### src/z85_pkg.sv
package z85_pkg;

    localparam int QUEUE_DEPTH_DEF = 4;

    localparam logic [1:0] ST_OK  = 2'd0;
    localparam logic [1:0] ST_BAD = 2'd1;
    localparam logic [1:0] ST_LEN = 2'd2;

    localparam logic [7:0] CHAR_BASE = 8'd32;

    // digit per printable byte, indexed by byte - 0x20
    localparam logic [7:0] DIGIT_TABLE [96] = '{
        8'h00, 8'h44, 8'h00, 8'h54, 8'h53, 8'h52, 8'h48, 8'h00,
        8'h4B, 8'h4C, 8'h46, 8'h41, 8'h00, 8'h3F, 8'h3E, 8'h45,
        8'h00, 8'h01, 8'h02, 8'h03, 8'h04, 8'h05, 8'h06, 8'h07,
        8'h08, 8'h09, 8'h40, 8'h00, 8'h49, 8'h42, 8'h4A, 8'h47,
        8'h51, 8'h24, 8'h25, 8'h26, 8'h27, 8'h28, 8'h29, 8'h2A,
        8'h2B, 8'h2C, 8'h2D, 8'h2E, 8'h2F, 8'h30, 8'h31, 8'h32,
        8'h33, 8'h34, 8'h35, 8'h36, 8'h37, 8'h38, 8'h39, 8'h3A,
        8'h3B, 8'h3C, 8'h3D, 8'h4D, 8'h00, 8'h4E, 8'h43, 8'h00,
        8'h00, 8'h0A, 8'h0B, 8'h0C, 8'h0D, 8'h0E, 8'h0F, 8'h10,
        8'h11, 8'h12, 8'h13, 8'h14, 8'h15, 8'h16, 8'h17, 8'h18,
        8'h19, 8'h1A, 8'h1B, 8'h1C, 8'h1D, 8'h1E, 8'h1F, 8'h20,
        8'h21, 8'h22, 8'h23, 8'h4F, 8'h00, 8'h50, 8'h00, 8'h00
    };

    // one queue entry: a finished group or an error marker
    typedef struct packed {
        logic [31:0] value;
        logic [1:0]  status;
        logic        msg_end;
    } entry_t;

    localparam int ENTRY_W = $bits(entry_t);

    function automatic logic [6:0] decode_digit(input logic [7:0] ch);
        logic [7:0] idx;
        begin
            idx = ch - CHAR_BASE;
            decode_digit = DIGIT_TABLE[idx[6:0]][6:0];
        end
    endfunction

endpackage

### src/z85_front.sv
module z85_front
    import z85_pkg::*;
(
    input  logic         clk,
    input  logic         rst_n,
    input  logic         in_valid,
    output logic         in_ready,
    input  logic [7:0]   in_char,
    input  logic         msg_last,
    input  logic         q_full,
    output logic         q_push,
    output entry_t       q_entry
);

    logic [31:0] group_reg, group_next;
    logic [2:0]  count_reg, count_next;
    logic        skip_reg, skip_next;
    logic        take;
    logic        bad_char;
    logic [31:0] acc;

    assign in_ready = !q_full;
    assign take     = in_valid && !q_full;
    // only 0x20..0x7F are decodable
    assign bad_char = in_char[7] || (in_char[7:5] == 3'b000);
    assign acc      = 32'(group_reg * 32'd85) + {25'd0, decode_digit(in_char)};

    always_comb
    begin
        group_next = group_reg;
        count_next = count_reg;
        skip_next  = skip_reg;
        q_push     = 1'b0;
        q_entry    = '{value: acc, status: ST_OK, msg_end: msg_last};
        if (take)
        begin
            if (skip_reg)
            begin
                if (msg_last)
                begin
                    skip_next  = 1'b0;
                    group_next = '0;
                    count_next = '0;
                end
            end
            else if (bad_char)
            begin
                q_push         = 1'b1;
                q_entry.status = ST_BAD;
                skip_next      = !msg_last;
                group_next     = '0;
                count_next     = '0;
            end
            else if (count_reg == 3'd4)
            begin
                q_push     = 1'b1;
                group_next = '0;
                count_next = '0;
            end
            else if (msg_last)
            begin
                q_push         = 1'b1;
                q_entry.status = ST_LEN;
                group_next     = '0;
                count_next     = '0;
            end
            else
            begin
                group_next = acc;
                count_next = count_reg + 3'd1;
            end
        end
    end

    always_ff @(posedge clk or negedge rst_n)
    begin
        if (!rst_n)
        begin
            group_reg <= '0;
            count_reg <= '0;
            skip_reg  <= 1'b0;
        end
        else
        begin
            group_reg <= group_next;
            count_reg <= count_next;
            skip_reg  <= skip_next;
        end
    end

endmodule

### src/z85_fifo.sv
module z85_fifo
    import z85_pkg::*;
#(
    parameter int DEPTH = QUEUE_DEPTH_DEF
)
(
    input  logic   clk,
    input  logic   rst_n,
    input  logic   push,
    input  entry_t push_data,
    output logic   full,
    input  logic   pop,
    output logic   head_valid,
    output entry_t head_data
);

    localparam int PW = (DEPTH > 1) ? $clog2(DEPTH) : 1;
    localparam int CW = $clog2(DEPTH + 1);
    localparam logic [PW-1:0] LAST_PTR = PW'(DEPTH - 1);
    localparam logic [CW-1:0] FULL_CNT = CW'(DEPTH);

    entry_t          mem_reg [DEPTH];
    logic [PW-1:0]   wr_ptr_reg, wr_ptr_next;
    logic [PW-1:0]   rd_ptr_reg, rd_ptr_next;
    logic [CW-1:0]   count_reg, count_next;
    logic            do_push, do_pop;

    assign full       = (count_reg == FULL_CNT);
    assign head_valid = (count_reg != '0);
    assign head_data  = mem_reg[rd_ptr_reg];
    assign do_push    = push && !full;
    assign do_pop     = pop && head_valid;

    always_comb
    begin
        wr_ptr_next = wr_ptr_reg;
        rd_ptr_next = rd_ptr_reg;
        count_next  = count_reg;
        if (do_push)
            wr_ptr_next = (wr_ptr_reg == LAST_PTR) ? '0 : wr_ptr_reg + PW'(1);
        if (do_pop)
            rd_ptr_next = (rd_ptr_reg == LAST_PTR) ? '0 : rd_ptr_reg + PW'(1);
        if (do_push && !do_pop)
            count_next = count_reg + CW'(1);
        else if (do_pop && !do_push)
            count_next = count_reg - CW'(1);
    end

    always_ff @(posedge clk)
    begin
        if (do_push)
            mem_reg[wr_ptr_reg] <= push_data;
    end

    always_ff @(posedge clk or negedge rst_n)
    begin
        if (!rst_n)
        begin
            wr_ptr_reg <= '0;
            rd_ptr_reg <= '0;
            count_reg  <= '0;
        end
        else
        begin
            wr_ptr_reg <= wr_ptr_next;
            rd_ptr_reg <= rd_ptr_next;
            count_reg  <= count_next;
        end
    end

endmodule

### src/z85_back.sv
module z85_back
    import z85_pkg::*;
(
    input  logic        clk,
    input  logic        rst_n,
    input  logic        head_valid,
    input  entry_t      head_data,
    output logic        pop,
    output logic        out_valid,
    input  logic        out_ready,
    output logic [7:0]  out_byte,
    output logic [1:0]  status,
    output logic        run_end,
    output logic        msg_end
);

    logic [1:0] idx_reg, idx_next;
    logic       valid_reg, valid_next;
    logic [7:0] byte_reg, byte_next;
    logic [1:0] status_reg, status_next;
    logic       run_end_reg, run_end_next;
    logic       msg_end_reg, msg_end_next;
    logic       load;
    logic       is_err;
    logic [7:0] sel_byte;

    assign load   = head_valid && (!valid_reg || out_ready);
    assign is_err = (head_data.status != ST_OK);

    // most significant byte of the group goes out first
    always_comb
    begin
        case (idx_reg)
            2'd0:    sel_byte = head_data.value[31:24];
            2'd1:    sel_byte = head_data.value[23:16];
            2'd2:    sel_byte = head_data.value[15:8];
            default: sel_byte = head_data.value[7:0];
        endcase
    end

    always_comb
    begin
        idx_next     = idx_reg;
        valid_next   = valid_reg && !out_ready;
        byte_next    = byte_reg;
        status_next  = status_reg;
        run_end_next = run_end_reg;
        msg_end_next = msg_end_reg;
        pop          = 1'b0;
        if (load)
        begin
            valid_next  = 1'b1;
            status_next = head_data.status;
            if (is_err)
            begin
                byte_next    = '0;
                run_end_next = 1'b1;
                msg_end_next = head_data.msg_end;
                pop          = 1'b1;
            end
            else
            begin
                byte_next    = sel_byte;
                run_end_next = (idx_reg == 2'd3);
                msg_end_next = (idx_reg == 2'd3) && head_data.msg_end;
                pop          = (idx_reg == 2'd3);
                idx_next     = idx_reg + 2'd1;
            end
        end
    end

    always_ff @(posedge clk or negedge rst_n)
    begin
        if (!rst_n)
        begin
            idx_reg   <= '0;
            valid_reg <= 1'b0;
        end
        else
        begin
            idx_reg   <= idx_next;
            valid_reg <= valid_next;
        end
    end

    always_ff @(posedge clk)
    begin
        byte_reg    <= byte_next;
        status_reg  <= status_next;
        run_end_reg <= run_end_next;
        msg_end_reg <= msg_end_next;
    end

    assign out_valid = valid_reg;
    assign out_byte  = byte_reg;
    assign status    = status_reg;
    assign run_end   = run_end_reg;
    assign msg_end   = msg_end_reg;

endmodule

### src/z85_stream_decoder.sv
// Path: beats caused by an accepted character pass the result queue, then the output register.
// Throughput: one character per cycle on the slave side; one beat per cycle on the master
// side while m_tready is high and the queue is not empty. A complete group of five characters
// yields four beats; the result queue between front and back (QUEUE_DEPTH entries) drops
// s_tready only while it is full. Reset: rst_n is asynchronous and active low; it clears
// the partial group, skip flag, queue and output valid flag.
module z85_stream_decoder
    import z85_pkg::*;
#(
    parameter int QUEUE_DEPTH = QUEUE_DEPTH_DEF
)
(
    input  logic        clk,
    input  logic        rst_n,
    input  logic        s_tvalid,
    output logic        s_tready,
    input  logic [7:0]  s_tdata,   // [7:0] in_char
    input  logic        s_tlast,   // msg_last
    output logic        m_tvalid,
    input  logic        m_tready,
    output logic [15:0] m_tdata,   // [7:0] out_byte, [8] run_end, [15:9] zero
    output logic [1:0]  m_tuser,   // [1:0] status
    output logic        m_tlast    // msg_end
);

    entry_t     push_data;
    entry_t     head_data;
    logic       push, full, pop, head_valid;
    logic [7:0] out_byte;
    logic       run_end;

    z85_front u_front (
        .clk      (clk),
        .rst_n    (rst_n),
        .in_valid (s_tvalid),
        .in_ready (s_tready),
        .in_char  (s_tdata),
        .msg_last (s_tlast),
        .q_full   (full),
        .q_push   (push),
        .q_entry  (push_data)
    );

    z85_fifo #(
        .DEPTH (QUEUE_DEPTH)
    ) u_fifo (
        .clk        (clk),
        .rst_n      (rst_n),
        .push       (push),
        .push_data  (push_data),
        .full       (full),
        .pop        (pop),
        .head_valid (head_valid),
        .head_data  (head_data)
    );

    z85_back u_back (
        .clk        (clk),
        .rst_n      (rst_n),
        .head_valid (head_valid),
        .head_data  (head_data),
        .pop        (pop),
        .out_valid  (m_tvalid),
        .out_ready  (m_tready),
        .out_byte   (out_byte),
        .status     (m_tuser),
        .run_end    (run_end),
        .msg_end    (m_tlast)
    );

    assign m_tdata = {7'd0, run_end, out_byte};

endmodule

### config.mk
export PLATFORM = sky130hd
export DESIGN_NAME = z85_stream_decoder
export DESIGN_NICKNAME = d
export VERILOG_FILES = /design/src/z85_pkg.sv /design/src/z85_front.sv /design/src/z85_fifo.sv /design/src/z85_back.sv /design/src/z85_stream_decoder.sv
export SDC_FILE = /design/constraint.sdc
export NUM_CORES = 1
export LEC_CHECK = 0
export ABC_AREA = 1
export BUFFER_PORTS_ARGS = -buffer_cell sky130_fd_sc_hd__buf_2
export CAP_MARGIN = 30
export CORE_ASPECT_RATIO = 1.4
export CORE_MARGIN = 4
export CORE_UTILIZATION = 30
export DETAILED_ROUTE_END_ITERATION = 10
export PLACE_DENSITY = 0.49
export RECOVER_POWER = 25
export SYNTH_ARGS = -nofsm -noshare
export SYNTH_HDL_FRONTEND = slang
export SYNTH_HIERARCHICAL = 1
export SYNTH_SLANG_ARGS = --single-unit
### constraint.sdc
create_clock -name clk -period 4.1 [get_ports clk]
set_input_delay 0.615 -clock clk [delete_from_list [all_inputs] [get_ports clk]]
set_output_delay 0.615 -clock clk [all_outputs]
set_load 0.05 [all_outputs]
==> flow_summary.yaml, run 1 <==
power:
  p_seq_share_pct: 30.3
  clockPowerShare_pct: 14.9
  p_total_mw: 11.1
  internal_power_mw: 6.17
  combPwrFrac_pct: 54.8
  leakage_nw: 8.06
  switching_share_pct: 44.3
  ir_worst_vdd_mv: 0.283
  p_sw_mw: 4.90
  power.density_nw_per_um2: 673
logic_synthesis:
  yosysSeqAreaShare_pct: 41.0
  syn_avg_cell_area_um2: 8.72
  synth_top_cell_by_area: "edfxtp_1"
  synthFlopType: "edfxtp_1"
  synthCells: 1598
  synth_area_leaders: "edfxtp_1 (33%), nand2_1 (11%), ha_1 (10%)"
  synth_cell_types: 48
  synth_warnings: 6
  synth_top_area_share_pct: 32.7
  synth-edff-count: 152
  ys_async_sr_fraction_pct: 23.2
  synth_seq_cells: 198
  netlist_area_um2: 13900
die:
  die-area_um2: 50000
  row_count: 93
  coreArea_um2: 46000
  die_w_um: 190
  start_util_pct: 30.3
  die_h_um: 263
  ios: 34
route:
  drt_first_pass_iters: 5
  drtIter0Drc: 507
  drc_errors: 0
  drtAntennaViolNets: 0
  drt-vias-per-instance: 4.53
  drt-total-wl_mm: 36.2
  vias: 10600
  wl_per_cell_um: 15.5
clocking:
  cts_buffers: 17
  clock_latency_ps: 460
  h-tree-depth: 4
  cts_tree: "built"
  clock-root-buffer: "clkbuf_16"
  cts.sinks: 198
  clkSlewWorstSetupHoldPaths_ps: 80
  cts_hold_buf: 0
  clockBufferDepth: 2
grt:
  grt_antenna_before_repair: 0
  grt_usage_pct: 14.7
  grt_pass1_wl_mm: 57.8
  grt_overflow: 0
  grt_max_degree: 91
  grt_pass1_vias: 10800
timing:
  hold_viol_final: 0
  slew_headroom_pct: -35.8
  worst_slew_pin_slew_ps: 2040
  finalCritPeriodShare_pct: 96.2
  max_freq_ghz: 0.253
  setup_viol: 0
  worst_slack_ps: 154
  skew_ps: 16.3
  rsz0062_at_grt: "yes"
  min_period_ps: 3950
  final_max_slew_viol_count: 85
critical_path:
  critPathCaptureType: "register"
  startpoint: "s_tdata[0]"
  critical_path.top_delay_family: "adder cells"
  cp_cell_sequence: "buf_8, clkinvlp_4, ha_4, inv_2, nand2_2, buf_4, o2111ai_2, o211ai_1, nand2_1, inv_1, ha_1, ha_4, fa_1, fa_2, nand3_2, nand3_4, nand2_1, nand2_1, buf_4, xor2_2, buf_4"
  path_max_fanout: 5
  r2r_start: "u_front/group_reg[1]"
  arrival_ps: 4160
  worstPathRequired_ps: 4320
  cp_slowest_cell: "fa_1"
  slowest_delay_ps: 460
  cp_num_buf_inv: 7
  worst_setup_path_start_kind: "input port"
  worstSetupPathType: "in -> reg"
place:
  hpwlAfterDp_mm: 27.8
  io_buffers: 26
  placedCellCount: 2297
  gp_congestion: 0.912
  dp_slack_ps: -582
cells_and_area:
  syn2layout_area_growth_pct: 18.0
  largest_register_ffs: 140
  mostFrequentLayoutCell: "nand2_1"
  drive_gt1_share_pct: 16.7
  n_antenna_cell: 0
  nets: 1885
  final_cells: 2334
  final_cell_mix: "nand2_1 (391), inv_1 (353), edfxtp_1 (152)"
  postLayoutCoreUtil_pct: 35.8
status:
  outcome: "finished with violations"
  violations: "capacitance limit, slew limit"
flow_run:
  max_cap_viol_count: 2
worst_hold_path:
  hold_class: "in -> async"
==> stage by stage <==
stage               cell area (um2)  setup TNS (ps)  hold slack, ps
floorplan                     14100           -7.83             319
global placement              15400          -59010             458
detailed placement            15400          -62250             473
CTS                           16100               0             108
global route                  16400           -1980             458
finish                        16400               0             377
==> cells in the mapped netlist (5+ instances only) <==
cell type	n
nand2_2	11
o21ai_0	33
buf_2	22
buf_6	10
xnor2_1	7
o21ai_1	11
nor3_1	6
o22ai_1	5
inv_1	365
buf_4	12
and2_1	17
o211ai_1	76
nor2_1	50
edfxtp_1	152
ha_1	111
xor2_1	9
inv_2	7
fa_1	57
clkbuf_1	5
dfrtp_1	46
nand2_1	409
a21oi_1	51
nand4_1	11
nand3_1	67
a22o_1	5
==> power by group through the flow <==
stage | clock network (mW) | logic [mW] | registers (mW)
global placement | 0 | 5.68 | 3.39
CTS | 1.72 | 5.90 | 3.36
finish | 1.65 | 6.06 | 3.35
global route | 1.79 | 6.80 | 3.41
detailed placement | 0 | 5.75 | 3.40
floorplan | 0 | 3.62 | 3.49
==> kinds of logic after synthesis <==
| group | Yosys count | share of synthesized area (%) |
|---|---|---|
| xor+xnor | 20 | 1.47 |
| compound gates | 197 | 8.98 |
| flops | 198 | 41.0 |
| simple gates | 590 | 17.9 |
| other cells | 1 | 0.0269 |
| fa+ha+maj | 168 | 18.1 |
| buf+inv | 424 | 12.5 |
==> layout make-up <==
class	instances	area, um2
fillers	4676	29500
multi-input cells	982	7010
inverters	373	1420
clock inverters	14	136
clock buffers	18	439
well taps	617	772
repair buffers	132	945
flip-flops and latches	198	5720
==> path summary, 6_finish.rpt <==
path	endpoint	slack (ps)	cells after the start
min reg2reg	u_front/count_reg[2]	480	1
max in group asynchronous	u_fifo/wr_ptr_reg[1]	1220	2
max reg2reg	u_fifo/mem_reg[2][30]	210	18
min in group clk	u_front/count_reg[2]	480	1
min	u_front/group_reg[21]	380	1
max	u_fifo/mem_reg[3][13]	150	21
==> repair_timing <==
action                     CTS  global route
hold endpoints to repair     0             0
pin swaps                    6            34
setup endpoints to repair   78           130
buffers inserted             1             5
gates resized for setup     22            86
==> layer usage <==
layer | share of wire, % | routed length [um] | vias up | global-route usage, %
met2 | 54 | 19600 | 153 | 28.1
met1 | 41 | 14700 | 5076 | 16.8
met4 | 3.2 | 1160 | 0 | 5.28
met5 | 0 | 0 | - | 0
li1 | - | - | 5276 | -
met3 | 2.0 | 727 | 61 | 1.55
Power figures use the tool's default switching activity.
==> run 2, diff against run 1 <==
--- a/config.mk
+++ b/config.mk
@@ -12,6 +12,7 @@
 export CORE_MARGIN = 4
 export CORE_UTILIZATION = 30
 export DETAILED_ROUTE_END_ITERATION = 10
+export GPL_TIMING_DRIVEN = 0
 export PLACE_DENSITY = 0.49
 export RECOVER_POWER = 25
 export SYNTH_ARGS = -nofsm -noshare
==> flow_summary.yaml, run 2 (synthesized netlist as in run 1, its figures left out) <==
route:
  drtIter0Drc: 637
  wl_per_cell_um: 16.3
  drt_first_pass_iters: 7
  drc_errors: 0
  drt-vias-per-instance: 4.57
  vias: 10500
  drtAntennaViolNets: 0
  drt-total-wl_mm: 37.5
die:
  row_count: 93
  die_w_um: 190
  die-area_um2: 50000
  ios: 34
  die_h_um: 263
  start_util_pct: 30.3
  coreArea_um2: 46000
timing:
  hold_viol_final: 0
  worst_slew_pin_slew_ps: 2020
  slew_headroom_pct: -34.7
  setup_viol: 0
  worst_slack_ps: 17.5
  finalCritPeriodShare_pct: 99.6
  final_max_slew_viol_count: 34
  max_freq_ghz: 0.245
  rsz0062_at_grt: "yes"
  skew_ps: 14.0
  min_period_ps: 4080
cells_and_area:
  nets: 1853
  syn2layout_area_growth_pct: 17.9
  n_antenna_cell: 0
  postLayoutCoreUtil_pct: 35.8
  mostFrequentLayoutCell: "nand2_1"
  stdcell_area_um2: 16400
  largest_register_ffs: 140
  final_cell_mix: "nand2_1 (374), inv_1 (357), edfxtp_1 (152)"
  fill_cells: 4675
  drive_gt1_share_pct: 16.0
place:
  dp_slack_ps: -1020
  io_buffers: 23
  dpl_cell_area_um2: 15100
  gp_congestion: 0.910
  hpwlAfterDp_mm: 28.9
grt:
  grt_overflow: 0
  grt_max_degree: 34
  grt_antenna_before_repair: 0
  grt_pass1_wl_mm: 58.7
  grt_pass1_vias: 11000
  grt_usage_pct: 15.1
power:
  leakage_nw: 7.96
  ir_worst_vdd_mv: 0.299
  p_total_mw: 10.9
  power.density_nw_per_um2: 666
clocking:
  cts.sinks: 198
  clock_latency_ps: 450
  clkSlewWorstSetupHoldPaths_ps: 80
  h-tree-depth: 4
  clock-root-buffer: "clkbuf_16"
  clockBufferDepth: 2
  cts_buffers: 17
  cts_tree: "built"
  cts_hold_buf: 0
status:
  violations: "capacitance limit, slew limit"
  outcome: "finished with violations"
critical_path:
  path_max_fanout: 6
  arrival_ps: 4280
  worst_setup_path_start_kind: "input port"
  critPathCaptureType: "register"
  worstPathRequired_ps: 4290
  worstSetupPathType: "in -> reg"
flow_run:
  max_cap_viol_count: 1
worst_hold_path:
  hold_class: "in -> async"
-- run 2: layout make-up --
class                   instances  area, um2  share of cell area, %
plain buffers                  51        358                   2.18
clock buffers                  17        425                   2.59
clock inverters                15        200                   1.22
inverters                     373       1420                   8.64
multi-input cells             982       7160                   43.6
flip-flops and latches        198       5720                   34.8
well taps                     617        772                   4.70
repair buffers                 49        378                   2.30
-- run 2: worst max-delay path, stage by stage --
cell     delay (ps)
buf_12          110
ha_1            220
or2_2           330
nand2_2          90
nand3_2         100
o31ai_4          70
a32o_2          190
ha_4            210
fa_1            530
inv_1            50
fa_1            500
inv_2            50
ha_4            300
nand2_2          80
nand2_1          80
nand2_1          70
nand2_2          80
nand2_2          70
nand3_4         110
nand3_4          90
nand2_1          80
nand2_1          60
and2_4          170
-- run 2: timing repair --
item | 4_1_cts | 5_1_grt
cloned | 0 | 0
setup endpoints to repair | 125 | 125
pin swaps | 14 | 37
resized for setup | 50 | 96
buffers inserted | 12 | 9
-- run 2: stage by stage --
step	instances	hold WS [ps]	setup TNS (ps)
6_report	2302	327	0
3_3_place_gp	2244	455	-240840
5_1_grt	2302	425	-5070
3_5_place_dp	2249	465	-97810
2_1_floorplan	1604	319	-7.83
4_1_cts	2293	123	-35.4
-- run 2: worst paths after layout --
| check | slack (ps) | start | cells after the start | endpoint |
|---|---|---|---|---|
| min | 330 | rst_n | 1 | u_front/group_reg[30] |
| min in group clk | 470 | s_tlast | 2 | u_front/skip_reg |
| max reg2reg | 150 | u_front/group_reg[3] | 18 | u_fifo/mem_reg[1][24] |
| max | 20 | s_tdata[0] | 23 | u_fifo/mem_reg[1][31] |
| max in group asynchronous | 1180 | rst_n | 2 | u_front/group_reg[3] |
| min reg2reg | 480 | u_front/count_reg[2] | 1 | u_front/count_reg[2] |
-- run 2: per-layer routing --
layer | vias up | GRT usage (%) | wire length [um]
met1 | 5086 | 16.8 | 15000
met5 | - | 0 | 0
met4 | 0 | 5.13 | 983
met2 | 176 | 29.4 | 20600
met3 | 53 | 1.66 | 853
li1 | 5199 | - | -
-- run 2: where the power goes --
| group | total, mW | switching [mW] | internal (mW) |
|---|---|---|---|
| Sequential | 3.31 | 0.246 | 3.07 |
| Combinational | 5.84 | 3.83 | 2.01 |
| Clock | 1.79 | 0.852 | 0.941 |
| Total | 10.9 | 4.93 | 6.02 |
==> run 3, diff against run 2 <==
--- a/config.mk
+++ b/config.mk
@@ -5,14 +5,15 @@
 export SDC_FILE = /design/constraint.sdc
 export NUM_CORES = 1
 export LEC_CHECK = 0
-export ABC_AREA = 1
 export BUFFER_PORTS_ARGS = -buffer_cell sky130_fd_sc_hd__buf_2
 export CAP_MARGIN = 30
 export CORE_ASPECT_RATIO = 1.4
 export CORE_MARGIN = 4
 export CORE_UTILIZATION = 30
+export CTS_CLUSTER_DIAMETER = 150
 export DETAILED_ROUTE_END_ITERATION = 10
 export GPL_TIMING_DRIVEN = 0
+export HOLD_SLACK_MARGIN = 0.02
 export PLACE_DENSITY = 0.49
 export RECOVER_POWER = 25
 export SYNTH_ARGS = -nofsm -noshare
==> flow_summary.yaml, run 3 <==
status:
  outcome: "finished with violations"
  violations: "capacitance limit, slew limit, setup timing"
timing:
  max_freq_ghz: 0.217
  rsz0062_at_grt: "yes"
  min_period_ps: 4610
  skew_ps: 15.0
  slew_headroom_pct: -37.3
  setup_viol: 106
  worst_slew_pin_slew_ps: 2060
  finalCritPeriodShare_pct: 112
  hold_viol_final: 0
  final_max_slew_viol_count: 33
  fin_hold_ws_ps: 314
  worst_slack_ps: -506
route:
  vias: 8382
  wl_per_cell_um: 18.6
  drt-total-wl_mm: 31.6
  drtIter0Drc: 492
  drtAntennaViolNets: 0
  drt_first_pass_iters: 5
  drt-vias-per-instance: 4.93
  drc_errors: 0
place:
  io_buffers: 25
  dp_slack_ps: -1450
  hpwlAfterDp_mm: 23.8
  placedCellCount: 1634
  gp_congestion: 0.852
logic_synthesis:
  synth_area_leaders: "edfxtp_1 (36%), ha_1 (11%), dfrtp_1 (9.0%)"
  ys_async_sr_fraction_pct: 23.2
  synth_top_area_share_pct: 35.5
  synthCells: 1052
  synth_warnings: 6
  synth_top_cell_by_area: "edfxtp_1"
  synth_cell_types: 79
  yosysSeqAreaShare_pct: 44.5
  synth.most_common_cell: "inv_1"
  synth_common_cells: "inv_1 (162), edfxtp_1 (152), ha_1 (111), fa_1 (57)"
  synthFlopType: "edfxtp_1"
  synth-edff-count: 152
  syn_avg_cell_area_um2: 12.2
  synth_seq_cells: 198
  netlist_area_um2: 12900
clocking:
  clockBufferDepth: 2
  h-tree-depth: 4
  cts.sinks: 198
  cts_hold_buf: 0
  clkSlewWorstSetupHoldPaths_ps: 70
  clock_latency_ps: 450
  cts_tree: "built"
  clock-root-buffer: "clkbuf_16"
  cts_buffers: 17
worst_hold_path:
  hold_class: "in -> async"
die:
  die_w_um: 183
  die_h_um: 253
  ios: 34
  coreArea_um2: 42300
  die-area_um2: 46300
  start_util_pct: 30.4
  row_count: 89
critical_path:
  cp_slowest_cell: "fa_2"
  slowest_delay_ps: 390
  path_max_fanout: 6
  worstSetupPathType: "in -> reg"
  cp_num_buf_inv: 6
  arrival_ps: 4790
  worstPathRequired_ps: 4280
  critical_path.top_delay_family: "compound AO/OA/AOI/OAI gates"
  cp_cell_sequence: "buf_12, clkbuf_16, inv_12, ha_4, inv_4, a221o_1, a22oi_1, nor2_1, a31oi_2, a21oi_2, ha_1, ha_2, ha_4, fa_2, a211o_1, a211oi_4, o31ai_4, buf_12, buf_4, nor2_4, o21a_1, xnor2_2"
  worst_setup_path_start_kind: "input port"
  critPathCaptureType: "register"
cells_and_area:
  n_antenna_cell: 0
  multi_input_area_um2: 6960
  final_cell_mix: "inv_1 (158), edfxtp_1 (152), ha_1 (93)"
  syn2layout_area_growth_pct: 20.4
  regArea_um2: 5720
  mostFrequentLayoutCell: "inv_1"
  largest_register_ffs: 140
  fill_cells: 4165
  final_cells: 1700
  drive_gt1_share_pct: 23.8
  nets: 1322
grt:
  grt_antenna_before_repair: 0
  grt_overflow: 0
  grt_max_degree: 33
  grt_pass1_wl_mm: 50.3
  grt_pass1_vias: 8899
  grt_usage_pct: 14.0
power:
  power.density_nw_per_um2: 555
  ir_worst_vdd_mv: 0.364
  leakage_nw: 6.49
flow_run:
  max_cap_viol_count: 1
[run 3: cell type report]
type,instances,area share (%)
Inverter,162,4.04
Tap cell,546,4.42
Buffer,55,2.46
Multi-Input combinational cell,643,45.0
Clock buffer,17,2.75
Timing Repair Buffer,64,3.35
Clock inverter,15,1.08
Sequential cell,198,36.9
[run 3: layer usage]
layer | routed length, um | up-vias | track usage [%]
met4 | 885 | 0 | 5.32
met5 | 0 | - | 0
met3 | 749 | 38 | 1.95
met2 | 17400 | 153 | 26.5
met1 | 12600 | 4227 | 15.9
li1 | - | 3964 | -
[run 3: metrics by stage]
step                      power (mW)  util [%]  TNS [ps]  instance area, um2
after global placement          6.53      32.8   -190340               13900
after floorplan                 5.55         -    -28700               13100
after CTS                       8.64      36.2    -32040               15300
after global routing            9.14      36.6    -43700               15500
final                           8.59      36.6    -32600               15500
after detailed placement        6.60      33.1   -150030               14000
[run 3: final timing paths]
kind	depth (start not counted)	end	start	slack (ps)
worst max-delay path	22	u_fifo/mem_reg[0][23]	s_tdata[0]	-510
max in group asynchronous	2	u_front/group_reg[30]	rst_n	1320
min in group clk	1	u_fifo/count_reg[2]	u_fifo/count_reg[2]	490
worst min-delay path	1	u_front/group_reg[2]	rst_n	310
worst max register to register	16	u_fifo/mem_reg[2][30]	u_front/group_reg[3]	-320
worst min register to register	1	u_fifo/count_reg[2]	u_fifo/count_reg[2]	490
[run 3: logic make-up after synthesis]
| kind of cell | Yosys count | synth area share [%] |
|---|---|---|
| mux | 43 | 7.06 |
| flops | 198 | 44.5 |
| buf+inv | 217 | 7.28 |
| other cells | 1 | 0.0292 |
| xor+xnor | 36 | 2.45 |
| fa+ha+maj | 168 | 19.7 |
| compound gates | 225 | 12.5 |
| simple gates | 164 | 6.55 |
[run 3: where the power goes]
part | internal [mW] | total [mW] | switching (mW)
sequential | 2.77 | 2.96 | 0.194
clock | 0.915 | 1.70 | 0.784
combinational | 1.59 | 3.93 | 2.33
[run 3: repair_timing]
| item | CTS | global route |
|---|---|---|
| setup endpoints to repair | 125 | 125 |
| setup buffers | 27 | 9 |
| gates cloned | 0 | 0 |
| pin swaps | 50 | 44 |
| resized for setup | 86 | 36 |
